File: src/design/tks_pkg.sv
// Package for the top-k ranked stats core: widths, entry and control types,
// configuration codes and the sort-key helpers.
// No dependencies.
package tks_pkg;

    localparam int ENTRIES       = 16;
    localparam int SECTIONS      = 10;
    localparam int DEFAULT_LIMIT = 10;
    localparam int CNT_W         = $clog2(ENTRIES + 1);
    localparam int IDX_W         = $clog2(ENTRIES);
    localparam int STAT_W        = 64;
    localparam int UID_W         = 16;
    localparam int SEC_W         = 4;
    localparam int RANK_W        = 32;
    localparam int IN_W          = 216;
    localparam int OUT_W         = 240;
    localparam int CFG_IDX_W     = 3;
    localparam int CFG_DATA_W    = 5;

    localparam logic [CFG_IDX_W-1:0] CFG_ORDER_FIELD    = 3'd0;
    localparam logic [CFG_IDX_W-1:0] CFG_SECTION_SELECT = 3'd1;
    localparam logic [CFG_IDX_W-1:0] CFG_MAX_ENTRIES    = 3'd2;
    localparam logic [CFG_IDX_W-1:0] CFG_SKIP_ZEROS     = 3'd3;
    localparam logic [CFG_IDX_W-1:0] CFG_TOTALS_ONLY    = 3'd4;

    localparam logic [1:0] KEY_A = 2'd0;
    localparam logic [1:0] KEY_B = 2'd1;
    localparam logic [1:0] KEY_C = 2'd2;

    typedef struct packed {
        logic [UID_W-1:0]         user;
        logic signed [STAT_W-1:0] a;
        logic signed [STAT_W-1:0] b;
        logic signed [STAT_W-1:0] c;
    } t_entry;

    typedef struct packed {
        logic [1:0]       ksel;
        logic [SEC_W-1:0] section_select;
        logic             skip_zeros;
        logic             totals_only;
    } t_cfg;

    typedef struct packed {
        logic       ins;
        logic       shift;
        logic [1:0] ksel;
    } t_cell_ctl;

    function automatic logic signed [STAT_W-1:0] key_of(input t_entry e, input logic [1:0] k);
        logic signed [STAT_W-1:0] r;
        unique case (k)
            KEY_B:   r = e.b;
            KEY_C:   r = e.c;
            default: r = e.a;
        endcase
        return r;
    endfunction

endpackage

File: src/design/tks_judge.sv
// Per-user accumulation and judging stage of the top-k core: sums the
// selected section records, judges each finished user and keeps the totals.
// Depends on tks_pkg.
module tks_judge (
    input  logic                         i_clk,
    input  logic                         i_rst_n,
    input  tks_pkg::t_cfg                i_cfg,
    input  logic                         i_add,
    input  logic                         i_fin,
    input  logic                         i_last,
    input  logic [tks_pkg::SEC_W-1:0]    i_section,
    input  tks_pkg::t_entry              i_rec,
    input  logic                         i_clear,
    output logic                         o_ins_valid,
    output tks_pkg::t_entry              o_ins,
    output tks_pkg::t_entry              o_tot,
    output logic [tks_pkg::RANK_W-1:0]   o_matched
);
    import tks_pkg::*;

    t_entry              r_acc;
    t_entry              r_j;
    logic                r_j_valid;
    t_entry              r_tot;
    logic [RANK_W-1:0]   r_matched;
    logic                w_take;
    logic                w_match;
    t_entry              w_sum;

    assign w_take = (i_cfg.section_select >= SEC_W'(SECTIONS)) ?
                    (i_section < SEC_W'(SECTIONS)) : (i_section == i_cfg.section_select);

    always_comb begin
        w_sum      = r_acc;
        w_sum.user = i_rec.user;
        if (w_take) begin
            w_sum.a = r_acc.a + i_rec.a;
            w_sum.b = r_acc.b + i_rec.b;
            w_sum.c = r_acc.c + i_rec.c;
        end
    end

    assign w_match     = r_j_valid && !(i_cfg.skip_zeros && (key_of(r_j, i_cfg.ksel) == '0));
    assign o_ins_valid = w_match && !i_cfg.totals_only;
    assign o_ins       = r_j;
    assign o_tot       = r_tot;
    assign o_matched   = r_matched;

    always_ff @(posedge i_clk) begin
        if (!i_rst_n) begin
            r_acc     <= '0;
            r_j_valid <= 1'b0;
            r_tot     <= '0;
            r_matched <= '0;
        end else begin
            r_j_valid <= 1'b0;
            if (i_fin) begin
                r_acc <= '0;
            end else if (i_add) begin
                if (i_last) begin
                    r_acc     <= '0;
                    r_j       <= w_sum;
                    r_j_valid <= 1'b1;
                end else begin
                    r_acc <= w_sum;
                end
            end
            if (i_clear) begin
                r_tot     <= '0;
                r_matched <= '0;
            end else if (w_match) begin
                r_tot.a   <= r_tot.a + r_j.a;
                r_tot.b   <= r_tot.b + r_j.b;
                r_tot.c   <= r_tot.c + r_j.c;
                r_matched <= r_matched + 1'b1;
            end
        end
    end

endmodule

File: config.mk
export PLATFORM = sky130hd
export DESIGN_NAME = tks_judge
export DESIGN_NICKNAME = d
export VERILOG_FILES = /design/src/design/tks_pkg.sv /design/src/design/tks_judge.sv
export SDC_FILE = /design/constraint.sdc
export NUM_CORES = 2
export LEC_CHECK = 0
export ABC_AREA = 1
export BUFFER_PORTS_ARGS = -buffer_cell sky130_fd_sc_hd__buf_2
export CAP_MARGIN = 10
export CORE_MARGIN = 4
export CORE_UTILIZATION = 25
export CTS_BUF_LIST = sky130_fd_sc_hd__clkbuf_8
export CTS_CLUSTER_SIZE = 20
export DETAILED_ROUTE_END_ITERATION = 8
export GPL_ROUTABILITY_DRIVEN = 0
export PLACE_DENSITY = 0.51
export SYNTH_ARGS = -nofsm -noshare
export SYNTH_HDL_FRONTEND = slang
export SYNTH_SLANG_ARGS = --single-unit
export TNS_END_PERCENT = 100
File: constraint.sdc
create_clock -name i_clk -period 14.74 [get_ports i_clk]
set_input_delay 1.474 -clock i_clk [delete_from_list [all_inputs] [get_ports i_clk]]
set_output_delay 1.474 -clock i_clk [all_outputs]
set_load 0.05 [all_outputs]
---- Word level (Yosys, flattened, before mapping) ----
Cells that the tools add are included.
Widths: inputs -> output; s select.
operators by class
  $lt $le $gt $ge ......................... 2
  add/sub/neg operators ................... 7
  bitwise logic cells ..................... 3
  muxes and demuxes ....................... 5
  reductions and logical operators ........ 10
  eq/ne operators ......................... 3
operator list
  cell                   count
  $add 64x64->64         6
  $mux 192               2
  $pmux 64 s2            1
  $logic_not 64->1       1
  $add 32x1->32 const B  1
  $eq 4x4->1             1
  $ge 4x4->1 const B     1
  $lt 4x4->1 const B     1
  $reduce_and 4->1       1
  $reduce_or 2->1        2
  $logic_and 1x1->1      3
  $not 1->1              3
  $reduce_or 3->1        1
  $eq 2x1->1 const B     1
  $eq 2x2->1 const B     1
  $logic_not 1->1        2
  $mux 1                 2
word-level totals
  word-level logic and storage cells ...... 42
  output and inout port bits .............. 449
  input bits .............................. 226
  register bits after elaboration ......... 625

---- Logic depth before layout (Yosys ltp) ----
  depth after elaboration ................. 7
  gate-level depth with buffers ........... 19
  mapped depth without buffers ............ 19

---- Least setup slack after synthesis ----
No wires, ideal clock.
  kind .................................... input-to-reg
  start ................................... input port i_rst_n
  end ..................................... register r_j, in the netlist o_ins[0] (enable)
  buffers on the path ..................... 2
  arrival ................................. 10.722 ns
  required time ........................... 13.959 ns
  slack ................................... 3.237 ns
  setup time .............................. 0.781 ns
  cell stages on the path ................. 5
  path through ............................ inv_1 or2_2 clkbuf_1 clkbuf_1 nor2_1
on the way
  cells in the longest elaborated chain, start to end .. 1
RTL lines
  element                            line             text
  from (decl)                        tks_judge.sv:6   input logic i_rst_n,
  $reduce_and 4->1 (no source line)  n/a
  to (signal assigned)               tks_judge.sv:62  r_j <= w_sum;
  to (decl)                          tks_judge.sv:22  t_entry r_j;
No other way between the ends.
A chain may end at the register's enable or synchronous reset.

---- Final worst setup path ----
  start ................................... register r_j, in the netlist o_ins[85]
  end ..................................... output port o_ins_valid
on the way
  cells in the longest elaborated chain, start to end .. 6
RTL lines
  element            line             text
  $pmux 64 s2        tks_pkg.sv:52    unique case (k)
  $logic_not 64->1   tks_judge.sv:43  assign w_match = r_j_valid && !(i_cfg.skip_zeros && (key_of(r_j, i_cfg.ksel) == '0));
  $logic_and 1x1->1  tks_judge.sv:43
  $logic_not 1->1    tks_judge.sv:43
  $logic_and 1x1->1  tks_judge.sv:43
  $logic_and 1x1->1  tks_judge.sv:44  assign o_ins_valid = w_match && !i_cfg.totals_only;
  to (decl)          tks_judge.sv:14  output logic o_ins_valid,
No other way between the ends.

==> metrics.yaml <==
outcome:
  outcome: "completed"
timing:
  fmax_ghz: 0.1576
  final.setup.tns_ps: 0
  finalCritPeriodShare_pct: 43.05
  rsz0062_at_grt: "no"
  period_needed_ps: 6345
  finClkSkew_ps: 86.17
  max_slew_margin_pct: 23.04
  setup_viol: 0
  drv_slew: 0
  worst_pin_slew_ps: 1154
  finalHoldViolations: 0
route:
  vias: 61900
  wl_per_cell_um: 20.15
  route.antenna.remaining_nets: 0
  via_per_inst: 4.699
  drcViolationCount: 0
  drtIter0Drc: 5133
  wl_mm: 265.5
  firstDrtPassIters: 6
critical_path:
  path_max_fanout: 53
  arrival_ps: 4870
  path_cells: "nor2_1, nand2_1, nor2_1, nand2_1, nor3_1, nand2_1, nand2_1, nand3b_1, nand2_1, nand2_2, nand2_8, nor2_1, buf_2"
  path_class: "reg2out"
  path_delay_family: "simple AND/OR/NAND/NOR gates"
  critPathMaxStageDelay_ps: 560
  crit_path_end_kind: "primary output"
  critPathBufInv: 1
  cp.required_ps: 13270
  critPathLaunchType: "register"
  critPathSlowestCell: "nand2_2"
  crit_path_frequent_cell: "nand2_1"
grt:
  gr-usage-all-layers_pct: 21.99
  grt_max_degree: 138
  grt_overflow: 0
  grt_pass1_wl_mm: 378.9
  first_global_vias: 58080
  antenna_found_initial: 45
finish:
  drive_above_1_share_pct: 9.725
  final_util_pct: 29.33
  final_nets: 10680
  multi_input_area_mm2: 0.03513
  area_delta_synth_final_pct: 16.54
  nFillCells: 25520
  seq_area_mm2: 0.01459
clock_network:
  cts_buffers: 133
  post_cts_buffers: 0
  cts-root-buf: "clkbuf_8"
  insertion_delay_ps: 960
  cts-htree-levels: 4
  postCtsHoldBufs: 0
  cts_tree: "yes"
  path_clk_slew_ps: 70
  clockBufferDepth: 3
  cts_resized: 0
  clock_sinks: 625
floorplanning:
  num_rows: 173
  die-area_mm2: 0.2317
  pin_count: 675
  die_height_um: 481.3
  die_w_um: 481.3
  initial_core_util_pct: 25.17
  core-area_mm2: 0.2225
synth:
  syn_avg_cell_area_um2: 5.936
  yosys_warnings: 0
  yosysTopAreaCell: "nand2_1"
  yosysTopAreaCellShare_pct: 20.74
  synth.yosys.seq_area_share_pct: 26.06
  yosys-top-cells-count: "nand2_1 (3095), inv_1 (1439), nor2_1 (1245)"
  synth_edf_count: 208
  synth_most_common_cell: "nand2_1"
  synth_area_leaders: "nand2_1 (21%), dfxtp_1 (15%), edfxtp_1 (11%)"
  syn_inst: 9436
  synth_seq_cells: 625
  synth_cell_type_count: 44
  ys_async_sr_fraction_pct: 0
  synth_area_mm2: 0.05601
  ys.flop_type: "dfxtp_1"
power_and_ir_drop:
  irDropWorstVdd_uv: 71.71
  swShare_pct: 33.41
  pwr-share-seq_pct: 38.4
  power.internal_w: 0.003217
  p_switching_w: 0.001614
  power.density_mw_per_mm2: 74.02
  combPwrFrac_pct: 17.6
  cellLeakagePower_nw: 32.40
  clockPowerShare_pct: 44.0
place:
  dp_hpwl_mm: 219.9
  portBuffers: 658
hold_path:
  min-delay-path-class: "reg2reg"
job:
  cap_violations: 0
-- area by class of cell --
class / instances / share of cell area [%]
Timing Repair Buffer: 684 / 5.344
Inverter: 1440 / 8.304
Clock buffer: 152 / 3.205
Clock inverter: 92 / 1.192
Antenna cell: 18 / 0.06901
Sequential cell: 625 / 22.36
Tap cell: 2975 / 5.703
Multi-Input combinational cell: 7187 / 53.82
-- worst paths after layout --
path,from,to,slack (ps),cells after the start
hold reg to reg,r_acc[46]$_SDFFE_PN0P_,r_acc[46]$_SDFFE_PN0P_,480,2
setup reg to reg,o_ins[85]$_DFFE_PP_,o_tot[62]$_SDFFE_PP0P_,8910,16
hold / removal,r_acc[46]$_SDFFE_PN0P_,r_acc[46]$_SDFFE_PN0P_,480,2
setup / recovery,o_ins[85]$_DFFE_PP_,o_ins_valid,8390,13
-- cell usage in the layout (no fill, tap or decap), types with 26 or more instances in the layout --
master / synthesis / routed
nor3_1: 79 / 79
nand3b_1: 75 / 75
ha_1: 381 / 381
nand3_1: 484 / 484
nor4_1: 31 / 31
a21o_1: 26 / 26
or2_2: 88 / 87
o21ai_1: 34 / 34
xnor2_1: 70 / 70
o21bai_1: 48 / 48
a21oi_1: 807 / 806
nor2_1: 1245 / 1242
nand4_1: 69 / 69
and2_1: 81 / 81
xor2_1: 118 / 118
o21ai_0: 357 / 357
inv_1: 1439 / 1470
clkbuf_8: 0 / 152
dfxtp_1: 417 / 417
buf_2: 37 / 658
nand2_1: 3095 / 3094
edfxtp_1: 208 / 208
buf_4: 36 / 26
-- worst register-to-register path, delay by kind of cell, from the launching register on --
family / cells / cell delay (ps)
buffers and inverters: 2 / 1650
AND/OR/NAND/NOR: 14 / 3650
flip-flops: 1 / 420
-- layer usage --
layer  up-vias  track usage, %  part of all wire [%]
met5         -               0                 0.026
met4        10           13.93                   7.5
met3       551           3.090                   6.6
met2      2153           33.90                    42
met1     28040           28.84                    43
li1      31140               -                     -
-- sequential cells by signal, indices dropped and copies added (netlist names) --
name,count
o_ins,208
o_tot,192
r_j_valid,1
o_matched,32
r_acc,192
-- power groups by stage --
| stage | combinational (W) | sequential, W | clock (W) |
|---|---|---|---|
| after floorplan | 0.000473 | 0.00195 | 0 |
| after global placement | 0.000846 | 0.00189 | 0 |
| after detailed placement | 0.000840 | 0.00189 | 0 |
| after CTS | 0.000843 | 0.00186 | 0.00220 |
| after global routing | 0.000927 | 0.00186 | 0.00227 |
| final | 0.000848 | 0.00186 | 0.00213 |
-- stage by stage --
step                setup WS (ps)  hold WS (ps)  instance area (µm²)  std cells  total power (W)
global route                 8091         497.4                65240      13160         0.005056
global placement             8636         471.3                62360      12910         0.002737
finish                       8395         482.7                65270      13170         0.004831
detailed placement           8662         475.2                62360      12910         0.002733
CTS                          8116         484.8                65230      13160         0.004899
floorplan                    3237         457.4                56070       9451         0.002428
-- cell families after synthesis --
kind of cell	after synthesis	synth area share, %
adders and majority gates	387	8.726
buffers and inverters	1639	11.42
xor gates and xnor gates	188	2.940
DFF	625	26.06
other	1	0.006695
AOI/OAI and AO/OA	1329	12.45
and+or+nand+nor	5267	38.40
Power figures use the tool's default switching activity.
