===== src/design/tks_pkg.sv =====
// Package for the top-k ranked stats core: widths, entry and control types,
// configuration codes and the sort-key helpers.
// No dependencies.
package tks_pkg;

    localparam int ENTRIES       = 16;
    localparam int SECTIONS      = 10;
    localparam int DEFAULT_LIMIT = 10;
    localparam int CNT_W         = $clog2(ENTRIES + 1);
    localparam int IDX_W         = $clog2(ENTRIES);
    localparam int STAT_W        = 64;
    localparam int UID_W         = 16;
    localparam int SEC_W         = 4;
    localparam int RANK_W        = 32;
    localparam int IN_W          = 216;
    localparam int OUT_W         = 240;
    localparam int CFG_IDX_W     = 3;
    localparam int CFG_DATA_W    = 5;

    localparam logic [CFG_IDX_W-1:0] CFG_ORDER_FIELD    = 3'd0;
    localparam logic [CFG_IDX_W-1:0] CFG_SECTION_SELECT = 3'd1;
    localparam logic [CFG_IDX_W-1:0] CFG_MAX_ENTRIES    = 3'd2;
    localparam logic [CFG_IDX_W-1:0] CFG_SKIP_ZEROS     = 3'd3;
    localparam logic [CFG_IDX_W-1:0] CFG_TOTALS_ONLY    = 3'd4;

    localparam logic [1:0] KEY_A = 2'd0;
    localparam logic [1:0] KEY_B = 2'd1;
    localparam logic [1:0] KEY_C = 2'd2;

    typedef struct packed {
        logic [UID_W-1:0]         user;
        logic signed [STAT_W-1:0] a;
        logic signed [STAT_W-1:0] b;
        logic signed [STAT_W-1:0] c;
    } t_entry;

    typedef struct packed {
        logic [1:0]       ksel;
        logic [SEC_W-1:0] section_select;
        logic             skip_zeros;
        logic             totals_only;
    } t_cfg;

    typedef struct packed {
        logic       ins;
        logic       shift;
        logic [1:0] ksel;
    } t_cell_ctl;

    function automatic logic signed [STAT_W-1:0] key_of(input t_entry e, input logic [1:0] k);
        logic signed [STAT_W-1:0] r;
        unique case (k)
            KEY_B:   r = e.b;
            KEY_C:   r = e.c;
            default: r = e.a;
        endcase
        return r;
    endfunction

endpackage


===== src/design/tks_cell.sv =====
// One list cell of the top-k core: holds one ranked entry, compares it
// against the user being inserted and hands entries to its neighbors.
// Depends on tks_pkg.
module tks_cell (
    input  logic               i_clk,
    input  tks_pkg::t_cell_ctl i_ctl,
    input  logic               i_valid,
    input  tks_pkg::t_entry    i_new,
    input  tks_pkg::t_entry    i_prev,
    input  logic               i_prev_ahead,
    input  tks_pkg::t_entry    i_next,
    output tks_pkg::t_entry    o_ent,
    output logic               o_ahead
);
    import tks_pkg::*;

    t_entry                   r_ent;
    logic signed [STAT_W-1:0] w_own_key;
    logic signed [STAT_W-1:0] w_new_key;

    assign w_own_key = key_of(r_ent, i_ctl.ksel);
    assign w_new_key = key_of(i_new, i_ctl.ksel);
    assign o_ahead   = i_valid && ((w_own_key > w_new_key) ||
                       ((w_own_key == w_new_key) && (r_ent.user < i_new.user)));
    assign o_ent     = r_ent;

    always_ff @(posedge i_clk) begin
        if (i_ctl.shift) begin
            r_ent <= i_next;
        end else if (i_ctl.ins && !o_ahead) begin
            r_ent <= i_prev_ahead ? i_new : i_prev;
        end
    end

endmodule


===== config.mk =====
export PLATFORM = sky130hd
export DESIGN_NAME = tks_cell
export DESIGN_NICKNAME = d
export VERILOG_FILES = /design/src/design/tks_pkg.sv /design/src/design/tks_cell.sv
export SDC_FILE = /design/constraint.sdc
export NUM_CORES = 1
export LEC_CHECK = 0
export ABC_AREA = 1
export BUFFER_PORTS_ARGS = -buffer_cell sky130_fd_sc_hd__clkbuf_2
export CAP_MARGIN = 20
export CORE_AREA = 5 5 323 325
export DETAILED_ROUTE_END_ITERATION = 10
export DIE_AREA = 0 0 328 330
export HOLD_SLACK_MARGIN = 0.1
export PLACE_DENSITY_LB_ADDON = 0.15
export SETUP_SLACK_MARGIN = 0.15
export SLEW_MARGIN = 30
export SYNTH_ARGS = -nofsm -noshare
export SYNTH_HDL_FRONTEND = slang
export SYNTH_SLANG_ARGS = --single-unit

===== constraint.sdc =====
create_clock -name i_clk -period 9.47 [get_ports i_clk]
set_input_delay 1.4205 -clock i_clk [delete_from_list [all_inputs] [get_ports i_clk]]
set_output_delay 1.4205 -clock i_clk [all_outputs]
set_load 0.05 [all_outputs]

* After elaboration in Yosys (flattened, before gate mapping) *
Cells that the tools add are included.

storage, ports and cells
  register bits after elaboration = 208
  bits of input ports = 631
  output and inout port bits = 209
  logic and storage cells = 20

operators by class
  order comparisons = 2
  eq/ne operators = 3
  muxes and demuxes = 5
  reduce and logical (&&, ||, !) cells = 6

operator list
  kind                                           number
  2-to-1 mux 208 bit                             3
  case mux 64 bit (2 select lines)               2
  == test 64 bit                                 1
  greater-than comparator 64 bit                 1
  less-than comparator 16 bit                    1
  logical AND 1 bit                              3
  == test 2 x 1 -> 1 bit, second input constant  1
  == test 2 bit, second input constant           1
  nonzero test 2 bit                             1
  zero test 1 bit                                1
  logical OR 1 bit                               1

* Depth between registers and ports, before layout *
Gate-level depths: netlist of run 1.

  depth in word-level cells = 10
  depth in mapped cells = 26
  depth with buffers taken out = 24

* Worst setup path before layout of run 1 *
Ideal clock, no wire load.

  path kind = input -> register
  from = in i_ctl[0] (netlist bit)
  to = reg r_ent, in the netlist o_ent[0], enable pin
  library setup time = 1.634 ns
  arrival = 7.125 ns
  data required time = 7.836 ns
  slack = 0.711 ns
  cell stages on the path = 19
  path buffers = 3
  cells stage by stage = inv_1 -> ha_1 -> buf_2 -> clkbuf_1 -> clkbuf_1 -> a221o_1 -> o21ai_0 -> ha_1 -> nand4_2 -> nor3_4 -> nand3_2 -> nor3b_2 -> nand2_1 -> nand2_1 -> nand2_1 -> nand3_2 -> nand2_2 -> nand2_1 -> nand2_1

between the ends
  word-level cells in the longest chain between the ends = 9
  elaborated cells on any way between the ends = 12
  those cells by class = order compare: 1; eq/ne: 3; mux: 2; reduce/logical: 6

RTL lines
  element                                                                 RTL line        text
  start: declaration                                                      tks_cell.sv:6   input tks_pkg::t_cell_ctl i_ctl,
  branches (longest 4 deep; another with greater-than comparator 64 bit)  -
  logical OR 1 bit *                                                      tks_cell.sv:23  assign o_ahead = i_valid && ((w_own_key > w_new_key) ||
  logical AND 1 bit *                                                     tks_cell.sv:23
  zero test 1 bit *                                                       tks_cell.sv:30  end else if (i_ctl.ins && !o_ahead) begin
  logical AND 1 bit *                                                     tks_cell.sv:30
  nonzero test 2 bit (no source line) *                                   -
  end signal: assignment                                                  tks_cell.sv:29  r_ent <= i_next;
  end signal: assignment                                                  tks_cell.sv:31  r_ent <= i_prev_ahead ? i_new : i_prev;
  end: declaration                                                        tks_cell.sv:17  t_entry r_ent;

Every way passes the cells marked *.
A chain may end at the register's enable or synchronous reset.

* Worst setup path after layout of run 1 *
  from = in i_ctl[0] (netlist bit)
  to = out o_ahead

between the ends
  word-level cells in the longest chain between the ends = 6
  elaborated cells on any way between the ends = 9
  those cells by class = order compare: 1; eq/ne: 3; mux: 2; reduce/logical: 3

RTL lines
  element                                                                 RTL line        text
  branches (longest 4 deep; another with greater-than comparator 64 bit)  -
  logical OR 1 bit *                                                      tks_cell.sv:23
  logical AND 1 bit *                                                     tks_cell.sv:23
  end: declaration                                                        tks_cell.sv:13  output logic o_ahead

Marked as above.

==> results of run 1 <==
where the power goes:
part | switching (mW) | internal [mW] | total, mW
combinational | 0.993 | 0.393 | 1.39
sequential | 0.0756 | 1.16 | 1.24
clock | 0.453 | 0.582 | 1.03
total | 1.52 | 2.14 | 3.66
layer usage:
metal / share of wire [%] / global-route usage, % / wire length (um)
met3: 6.6 / 3.613 / 5554
met1: 40 / 17.27 / 34050
met2: 51 / 26.97 / 43150
met4: 2.3 / 3.224 / 1977
met5: 0.015 / 0 / 13
kinds of logic after synthesis:
group / synth area share [%]
compound gates: 28.35
simple gates: 15.95
buf+inv: 6.201
flops: 42.58
fa+ha+maj: 6.909
layout make-up:
cell class,instances,share of cell area (%)
Multi-Input combinational cell,1404,35.73
Sequential cell,208,29.55
Timing Repair Buffer,860,21.11
Tap cell,1368,8.097
Clock buffer,36,3.557
Inverter,79,1.462
Clock inverter,17,0.4794
Antenna cell,2,0.02367
worst max-delay path by stage:
stage / from / to / cells after the start
after floorplan: i_ctl[0] / o_ent[0] / 19
after global placement: i_ctl[0] / o_ent[186] / 18
after detailed placement: i_ctl[0] / o_ahead / 17
after CTS: i_ctl[0] / o_ahead / 17
after global routing: i_ctl[0] / o_ahead / 17
final: i_ctl[0] / o_ahead / 18
cells in the final DEF (no fill, tap or decap), drive strengths merged, types with 3 or more instances in the layout:
master,count
nand4,6
clkinv,15
nor2,239
edfxtp,208
nand2,329
o22ai,3
buf,21
nor3,5
a21oi,491
a221o,93
o21ai,135
o21a,4
clkbuf,875
ha,81
nand3,7
inv,79
critical path, stage by stage:
cell and delay (ps):
clkbuf_2 140, inv_1 90, ha_4 350, buf_4 600, a221o_1 330, o21ai_0 170
ha_1 350, nand4_2 170, nor3_2 410, nand2_1 100, nand2_1 220, a21oi_2 80
nand2_1 80, nand2_1 60, nand3_2 70, nand2_2 110, inv_1 70, clkbuf_2 270
through the flow:
step | std cells | hold WS (ps) | area, um^2 | utilization (%) | power (mW)
2_1_floorplan | 1839 | 1608 | 14670 | - | 2.125
3_3_place_gp | 3919 | 1715 | 20270 | 20.04 | 2.686
3_5_place_dp | 3919 | 1713 | 20280 | 20.05 | 2.676
4_1_cts | 3972 | 1069 | 21140 | 20.89 | 3.743
5_1_grt | 3973 | 1086 | 21140 | 20.90 | 3.889
6_report | 3974 | 1122 | 21140 | 20.90 | 3.661
==> flow_metrics.py, run 1 <==
metrics = {
    "clock_tree": {
        "postCtsHoldBufs": 0,
        "clock_path_buffers": 3,
        "cts_htree_levels": 1,
        "cts_resized": 0,
        "post_cts_buffers": 0,
        "cts_sinks": 208,
        "cts_made_buffers": 29,
        "clkTransAtPathRegs_ps": 60,
        "root_buffer": "clkbuf_16",
        "cts_tree": "yes",
        "clk_latency_ps": 600,
    },
    "floorplanning": {
        "fp-row-count": 117,
        "pin_count": 840,
        "start_util_pct": 14.50,
        "core_area_um2": 101200,
        "design.die.area_um2": 108200,
        "die_w_um": 328,
        "fp.dieH_um": 330,
    },
    "sta": {
        "skew_ps": 23.74,
        "setup_viol": 0,
        "fmax_ghz": 0.1498,
        "tns_ps": 0,
        "worstMarginPinSlew_ps": 959.4,
        "slew_violations": 0,
        "hold_viol_final": 0,
        "min_period_ps": 6674,
        "rsz0062_at_grt": "no",
        "fin_crit_sh_pct": 70.47,
        "setup_ws_ps": 2796,
        "slew_headroom_pct": 36.04,
    },
    "worst_setup_path": {
        "rrSetupSlack_ps": 5240,
        "critPathMaxFanout": 63,
        "r2r_start": "o_ent[63]",
        "r2r_cells": 15,
        "start_kind": "primary input",
        "crit_arrival_ps": 5250,
        "cp-end-kind": "primary output",
        "critical_path_required_ps": 8050,
        "worstReg2RegEnd": "o_ent[56]",
        "critical_path_class": "in2out",
    },
    "drt": {
        "detail_route.wl_per_cell_um": 21.33,
        "viasPerCell": 4.149,
        "drtPass1Iterations": 5,
        "drt.antenna.violating_nets": 0,
        "remaining_drc_errors": 0,
        "routed_wirelength_um": 84750,
        "drtIter0Drc": 868,
        "vias": 16490,
    },
    "synthesis": {
        "synth_flop_cell": "edfxtp_1",
        "synthTopCellsByArea": "edfxtp_1 (43%), a21oi_1 (17%), nand2_1 (8.4%), ha_1 (6.9%), a221o_1 (6.3%)",
        "ys_seq_area_share_pct": 42.58,
        "netlist_area_um2": 14670,
        "yosysUniqueCellTypes": 36,
        "netlist_top_cells_count": "a21oi_1 (490), nand2_1 (327), nor2_1 (239)",
        "syn_area_per_cell_um2": 7.976,
        "synth_edf_count": 208,
        "synth.top_cell.area_share_pct": 42.58,
        "yosysWarnings": 0,
        "synth.ff_latch_count": 208,
        "netlist_instances": 1839,
        "synth.most_common_cell": "a21oi_1",
        "synth.largest_area_cell": "edfxtp_1",
        "syn_nets": 2551,
        "async_flop_share_pct": 0,
    },
    "placed_design": {
        "preCtsSetupSlack_ps": 2658,
        "io_buffers": 839,
        "place.gp.congestion": 0.8081,
        "dpl.hpwl_um": 66800,
    },
    "finish": {
        "layout-drive-gt1-share_pct": 35.25,
        "register_area_um2": 6246,
        "final_nets": 3294,
        "largest_register_ffs": 208,
        "area_growth_pct": 44.13,
        "fill_cells": 11620,
        "multi_input_comb_area_um2": 7553,
    },
    "status": {
        "status": "finished clean",
    },
    "power": {
        "power.density_nw_per_um2": 173.2,
        "vdd_drop_max_mv": 0.1130,
        "leakagePower_nw": 9.628,
    },
    "min_path": {
        "hold_path_class": "in2reg",
        "worstHoldStart": "i_next[198]",
        "whs_path_depth": 3,
        "hold_end": "o_ent[198]",
    },
    "global_route": {
        "antenna_found_initial": 2,
        "grt_pass1_wl_um": 119300,
        "grt_usage_pct": 14.66,
        "grt_max_degree": 134,
        "grt_overflow": 0,
        "grt_pass1_vias": 17480,
    },
    "run": {
        "max-cap-violations": 0,
    },
}
Note: power is estimated with default switching activity, not from simulation.
==> run 2, diff against run 1 <==
CORE_AREA = 5 5 329 331   (was 5 5 323 325)
DIE_AREA = 0 0 334 336   (was 0 0 328 330)
clock period = 5.97 ns   (was 9.47 ns; I/O delays follow)
==> run 2 against run 1 <==
Effect of this change: hold slack worse by 520 ps; global-route usage is 0.24 points lower; die area is 3.7% higher; combinational power is 63% higher; critical path depth is 1 higher; register-to-register slack worse by 3300 ps; sequential share of layout area is 0.48 points lower; power is 57% higher; critical endpoint unchanged; highest routed layer unchanged.
==> flow_metrics.py, run 2 (synthesis gave the netlist of run 1 again) <==
metrics = {
    "status": {
        "status": "finished clean",
    },
    "drt": {
        "detail_route.wl_per_cell_um": 21.64,
        "drtPass1Iterations": 5,
        "routed_wirelength_um": 87080,
        "drt.antenna.violating_nets": 0,
        "drtIter0Drc": 888,
        "viasPerCell": 4.178,
        "remaining_drc_errors": 0,
        "vias": 16820,
    },
    "sta": {
        "setup_viol": 0,
        "fmax_ghz": 0.1854,
        "tns_ps": 0,
        "fin_crit_sh_pct": 90.37,
        "min_period_ps": 5395,
        "slew_violations": 0,
        "finalHoldWorstSlack_ps": 603.1,
        "rsz0062_at_grt": "no",
        "skew_ps": 27.02,
        "slew_headroom_pct": 31.95,
        "hold_viol_final": 0,
        "worstMarginPinSlew_ps": 1021,
        "setup_ws_ps": 575.2,
    },
    "global_route": {
        "busiest_layer": "met2",
        "grt_pass1_vias": 17590,
        "grt_max_degree": 138,
        "met1_usage_pct": 17.59,
        "use_met3_pct": 3.729,
        "use_met2_pct": 25.50,
        "grt_pass1_wl_um": 121500,
        "grt_overflow": 0,
        "grt_usage_pct": 14.43,
        "antenna_found_initial": 3,
    },
    "worst_setup_path": {
        "rrSetupSlack_ps": 1980,
        "critical_path_class": "in2out",
        "critPathMaxFanout": 15,
        "start_kind": "primary input",
        "critical_path_required_ps": 5070,
        "cp-end-kind": "primary output",
        "crit_arrival_ps": 4500,
    },
    "finish": {
        "final_nets": 3327,
        "register_area_um2": 6246,
        "final_cell_mix": "clkbuf_2 (836), a21oi_1 (490), nand2_1 (326), nor2_1 (239), edfxtp_1 (208)",
        "final_common_cell": "clkbuf_2",
        "layout-drive-gt1-share_pct": 35.94,
        "area_growth_pct": 46.52,
        "multi_input_comb_area_um2": 7553,
        "largest_register_ffs": 208,
        "fill_cells": 12030,
    },
    "clock_tree": {
        "post_cts_buffers": 0,
        "clock_path_buffers": 3,
        "cts_htree_levels": 1,
        "cts_made_buffers": 27,
        "cts_tree": "yes",
        "cts_resized": 0,
        "clk_latency_ps": 580,
        "cts_sinks": 208,
        "postCtsHoldBufs": 0,
        "root_buffer": "clkbuf_16",
        "clkTransAtPathRegs_ps": 60,
    },
    "min_path": {
        "hold_path_class": "in2reg",
    },
    "power": {
        "power.density_nw_per_um2": 267.7,
        "leakagePower_nw": 9.803,
        "total_power_mw": 5.753,
        "vdd_drop_max_mv": 0.1567,
    },
    "floorplanning": {
        "core_area_um2": 104800,
        "fp.dieH_um": 336,
        "die_w_um": 334,
        "fp-row-count": 119,
        "design.die.area_um2": 112200,
        "start_util_pct": 13.99,
        "pin_count": 840,
    },
    "placed_design": {
        "preCtsSetupSlack_ps": 381.6,
        "place.gp.congestion": 0.7952,
        "dpl.hpwl_um": 70430,
        "io_buffers": 839,
    },
    "run": {
        "max-cap-violations": 0,
    },
}
[run 2: changes by cell type in the layout (fill, tap and decap cells not counted)]
| cell | delta |
|---|---|
| buf_12 | +9 |
| buf_16 | +1 |
| buf_4 | +26 |
| clkbuf_1 | +3 |
| clkbuf_16 | -2 |
| clkbuf_2 | -1 |
| clkinv_1 | -3 |
| clkinv_2 | -4 |
| clkinvlp_4 | -1 |
| inv_6 | -1 |
| inv_8 | +1 |
[run 2: area by class of cell]
cell class / count / share of cell area [%]
diodes: 2 / 0.02329
well taps: 1391 / 8.098
clock buffers: 37 / 3.318
multi-input cells: 1404 / 35.15
repair buffers: 895 / 22.61
clock inverters: 9 / 0.2911
inverters: 79 / 1.450
flip-flops and latches: 208 / 29.06
[run 2: per-stage QoR]
step           area, um^2  util, %  cells
2_1_floorplan       14680        -   1839
4_1_cts             21460    20.47   4022
3_5_place_dp        20680    19.73   3976
6_report            21490    20.50   4025
5_1_grt             21490    20.50   4024
3_3_place_gp        20680    19.73   3976
[run 2: critical path, cell delays in order]
cell and delay, ps:
clkbuf_2 120, inv_1 90, ha_4 330, buf_4 330, buf_4 280, a221o_1 200
o21ai_0 110, ha_1 330, nand4_2 110, nor3_4 290, nand3_2 240, nor3b_2 400
nand2_1 130, nand2_1 70, nand2_1 60, nand3_2 70, nand2_2 110, inv_1 140
buf_12 150
[run 2: metal layers]
metal  vias up  wire [um]
met5         -         21
met4         4       2285
met3        84       5954
met2       630      42610
met1      7957      36210
li1       8140          -
[run 2: where the power goes]
group          total [mW]  switching, mW  internal, mW  leakage, nW
sequential           1.98          0.132          1.85         2.08
clock                1.52          0.653         0.863        0.376
combinational        2.26           1.59         0.667         7.35
[run 2: path summary, 6_finish.rpt]
path / cells past startpoint / start / to
setup / recovery: 19 / i_ctl[1] / o_ahead
hold / removal: 3 / i_next[196] / o_ent[196]
setup reg to reg: 16 / o_ent[104] / o_ent[103]
hold reg to reg: 9 / o_ent[191] / o_ent[200]
==> run 3, diff against run 2 <==
ABC_AREA = unset   (was 1)
CORE_AREA = 5 5 327 329   (was 5 5 329 331)
DIE_AREA = 0 0 332 334   (was 0 0 334 336)
clock period = 6.6 ns   (was 5.97 ns; I/O delays follow)
==> run 3 against run 2 <==
Effect of this change: combinational power shrank 12%; utilization grew 0.25 points; non-clock buffer count shrank 25; clock-buffer cell count shrank 3; critical path type unchanged; largest power group unchanged.
==> flow_metrics.py, run 3 <==
metrics = {
    "placed_design": {
        "io_buffers": 839,
        "place.gp.congestion": 0.9768,
        "placed_cell_area_um2": 20500,
        "dpl.hpwl_um": 68210,
    },
    "sta": {
        "worstMarginPinSlew_ps": 1070,
        "skew_ps": 17.15,
        "tns_ps": 0,
        "setup_viol": 0,
        "slew_headroom_pct": 28.66,
        "min_period_ps": 5738,
        "fmax_ghz": 0.1743,
        "hold_viol_final": 0,
        "rsz0062_at_grt": "no",
        "slew_violations": 0,
        "finalHoldWorstSlack_ps": 680.5,
        "fin_crit_sh_pct": 86.94,
    },
    "global_route": {
        "grt_pass1_vias": 16580,
        "grt_overflow": 0,
        "antenna_found_initial": 12,
        "use_met2_pct": 24.99,
        "met1_usage_pct": 16.09,
        "grt_usage_pct": 13.85,
        "grt_pass1_wl_um": 115600,
        "use_met3_pct": 3.683,
        "busiest_layer": "met2",
        "grt_max_degree": 202,
    },
    "power": {
        "leakagePower_nw": 9.844,
        "power.density_nw_per_um2": 249.2,
        "vdd_drop_max_mv": 0.1794,
    },
    "synthesis": {
        "synthTopCellsByArea": "edfxtp_1 (43%), mux2i_1 (14%), o21ai_0 (9.6%), nand2_1 (7.5%), ha_1 (6.9%)",
        "synth.top_cell.area_share_pct": 42.81,
        "async_flop_share_pct": 0,
        "ys_seq_area_share_pct": 42.81,
        "syn_area_per_cell_um2": 9.269,
        "netlist_area_um2": 14590,
        "synth.ff_latch_count": 208,
        "synth_flop_cell": "edfxtp_1",
        "netlist_top_cells_count": "nand2_1 (293), o21ai_0 (281), edfxtp_1 (208), mux2i_1 (208), a22oi_1 (129)",
        "synth_edf_count": 208,
        "netlist_instances": 1574,
        "syn_nets": 2286,
        "synth.largest_area_cell": "edfxtp_1",
        "synth.most_common_cell": "nand2_1",
        "yosysWarnings": 0,
        "yosysUniqueCellTypes": 38,
    },
    "drt": {
        "drt.antenna.violating_nets": 0,
        "drtIter0Drc": 699,
        "vias": 15400,
        "drtPass1Iterations": 5,
        "routed_wirelength_um": 82320,
        "viasPerCell": 4.101,
        "detail_route.wl_per_cell_um": 21.92,
        "remaining_drc_errors": 0,
    },
    "clock_tree": {
        "postCtsHoldBufs": 0,
        "cts_tree": "yes",
        "cts_sinks": 208,
        "clock_path_buffers": 3,
        "post_cts_buffers": 0,
        "clkTransAtPathRegs_ps": 60,
        "cts_resized": 0,
        "cts_made_buffers": 28,
        "cts_htree_levels": 1,
        "clk_latency_ps": 590,
        "root_buffer": "clkbuf_16",
    },
    "floorplanning": {
        "design.die.area_um2": 110900,
        "pin_count": 840,
        "fp-row-count": 118,
        "fp.dieH_um": 334,
        "core_area_um2": 103200,
        "die_w_um": 332,
        "start_util_pct": 14.14,
    },
    "min_path": {
        "hold_end": "o_ent[172]",
        "hold_path_class": "in2reg",
        "worstHoldStart": "i_next[172]",
        "whs_path_depth": 3,
    },
    "worst_setup_path": {
        "crit_slowest_cell": "a21oi_1",
        "r2r_start": "o_ent[34]",
        "start_kind": "primary input",
        "worstReg2RegEnd": "o_ent[156]",
        "critical_path_class": "in2out",
        "critPathMaxFanout": 103,
        "cp_num_buf_inv": 4,
        "rrSetupSlack_ps": 2440,
        "path_common_cell": "a21oi_1",
        "r2r_cells": 11,
        "path_cells": "clkbuf_2 > inv_1 > ha_4 > buf_12 > nor2_1 > a21oi_1 > ha_1 > a21oi_1 > o21ai_0 > a21oi_1 > a31oi_1 > a211oi_2 > o211ai_2 > mux2_4 > nand2_1 > buf_12",
        "cp-end-kind": "primary output",
        "path_delay_family": "compound AO/OA/AOI/OAI gates",
        "crit_arrival_ps": 4750,
        "critical_path_required_ps": 5610,
        "critPathMaxStageDelay_ps": 460,
    },
    "finish": {
        "layout-drive-gt1-share_pct": 39.00,
        "final_nets": 3061,
        "final_cell_mix": "clkbuf_2 (836), nand2_1 (293), o21ai_0 (281), mux2i_1 (208), edfxtp_1 (208)",
        "area_growth_pct": 46.78,
        "fin_util_pct": 20.75,
        "largest_register_ffs": 208,
        "final_area_um2": 21410,
        "final_common_cell": "clkbuf_2",
        "fill_cells": 11590,
    },
    "status": {
        "status": "finished clean",
    },
    "run": {
        "max-cap-violations": 0,
    },
}
run 3: tightest hold or removal path: stages:
cell and delay [ps]:
clkbuf_2 70, nand2_1 40, o21ai_0 60
run 3: area by class of cell:
cell class                 count  area (um^2)  area share, %
clock inverter                16        152.6         0.7129
multi-input combinational   1220         7823          36.53
clock buffer                  34        744.5          3.477
timing repair buffer         870         4627          21.61
antenna                        6        15.01        0.07012
tap                         1380         1727          8.064
sequential                   208         6246          29.17
inverter                      21        78.83         0.3681
run 3: through the flow:
stage	setup WS, ps	total power [mW]	std cells
2_1_floorplan	1184	3.008	1574
3_3_place_gp	206.2	3.849	3698
3_5_place_dp	690.3	3.851	3699
5_1_grt	513.6	5.636	3754
6_report	861.9	5.336	3755
4_1_cts	679.4	5.467	3749
run 3: report_power, final:
| part | internal, mW | total (mW) | switching, mW |
|---|---|---|---|
| combinational | 0.572 | 1.98 | 1.41 |
| clock | 0.909 | 1.56 | 0.646 |
| sequential | 1.68 | 1.80 | 0.117 |
| total | 3.16 | 5.34 | 2.17 |
run 3: metal layers:
metal	wire, um	part of all wire, %
met1	32550	40
met2	41740	51
met3	5406	6.6
met4	2593	3.1
met5	36	0.044
run 3: cells by family after synthesis:
group                    share of synthesized area, %
AO/OA/AOI/OAI                                   20.85
multiplexers                                    14.37
adder cells (fa/ha/maj)                         6.947
flip-flops                                      42.81
buffers and inverters                           3.885
AND/OR/NAND/NOR                                 11.13
run 3: how the worst max path moves through the flow:
stage / startpoint / end / depth (start not counted)
2_1_floorplan: i_ctl[0] / o_ent[0] / 15
3_3_place_gp: i_ctl[1] / o_ahead / 15
3_5_place_dp: i_ctl[0] / o_ahead / 13
4_1_cts: i_ctl[0] / o_ahead / 13
5_1_grt: i_ctl[0] / o_ahead / 15
6_report: i_ctl[0] / o_ahead / 16
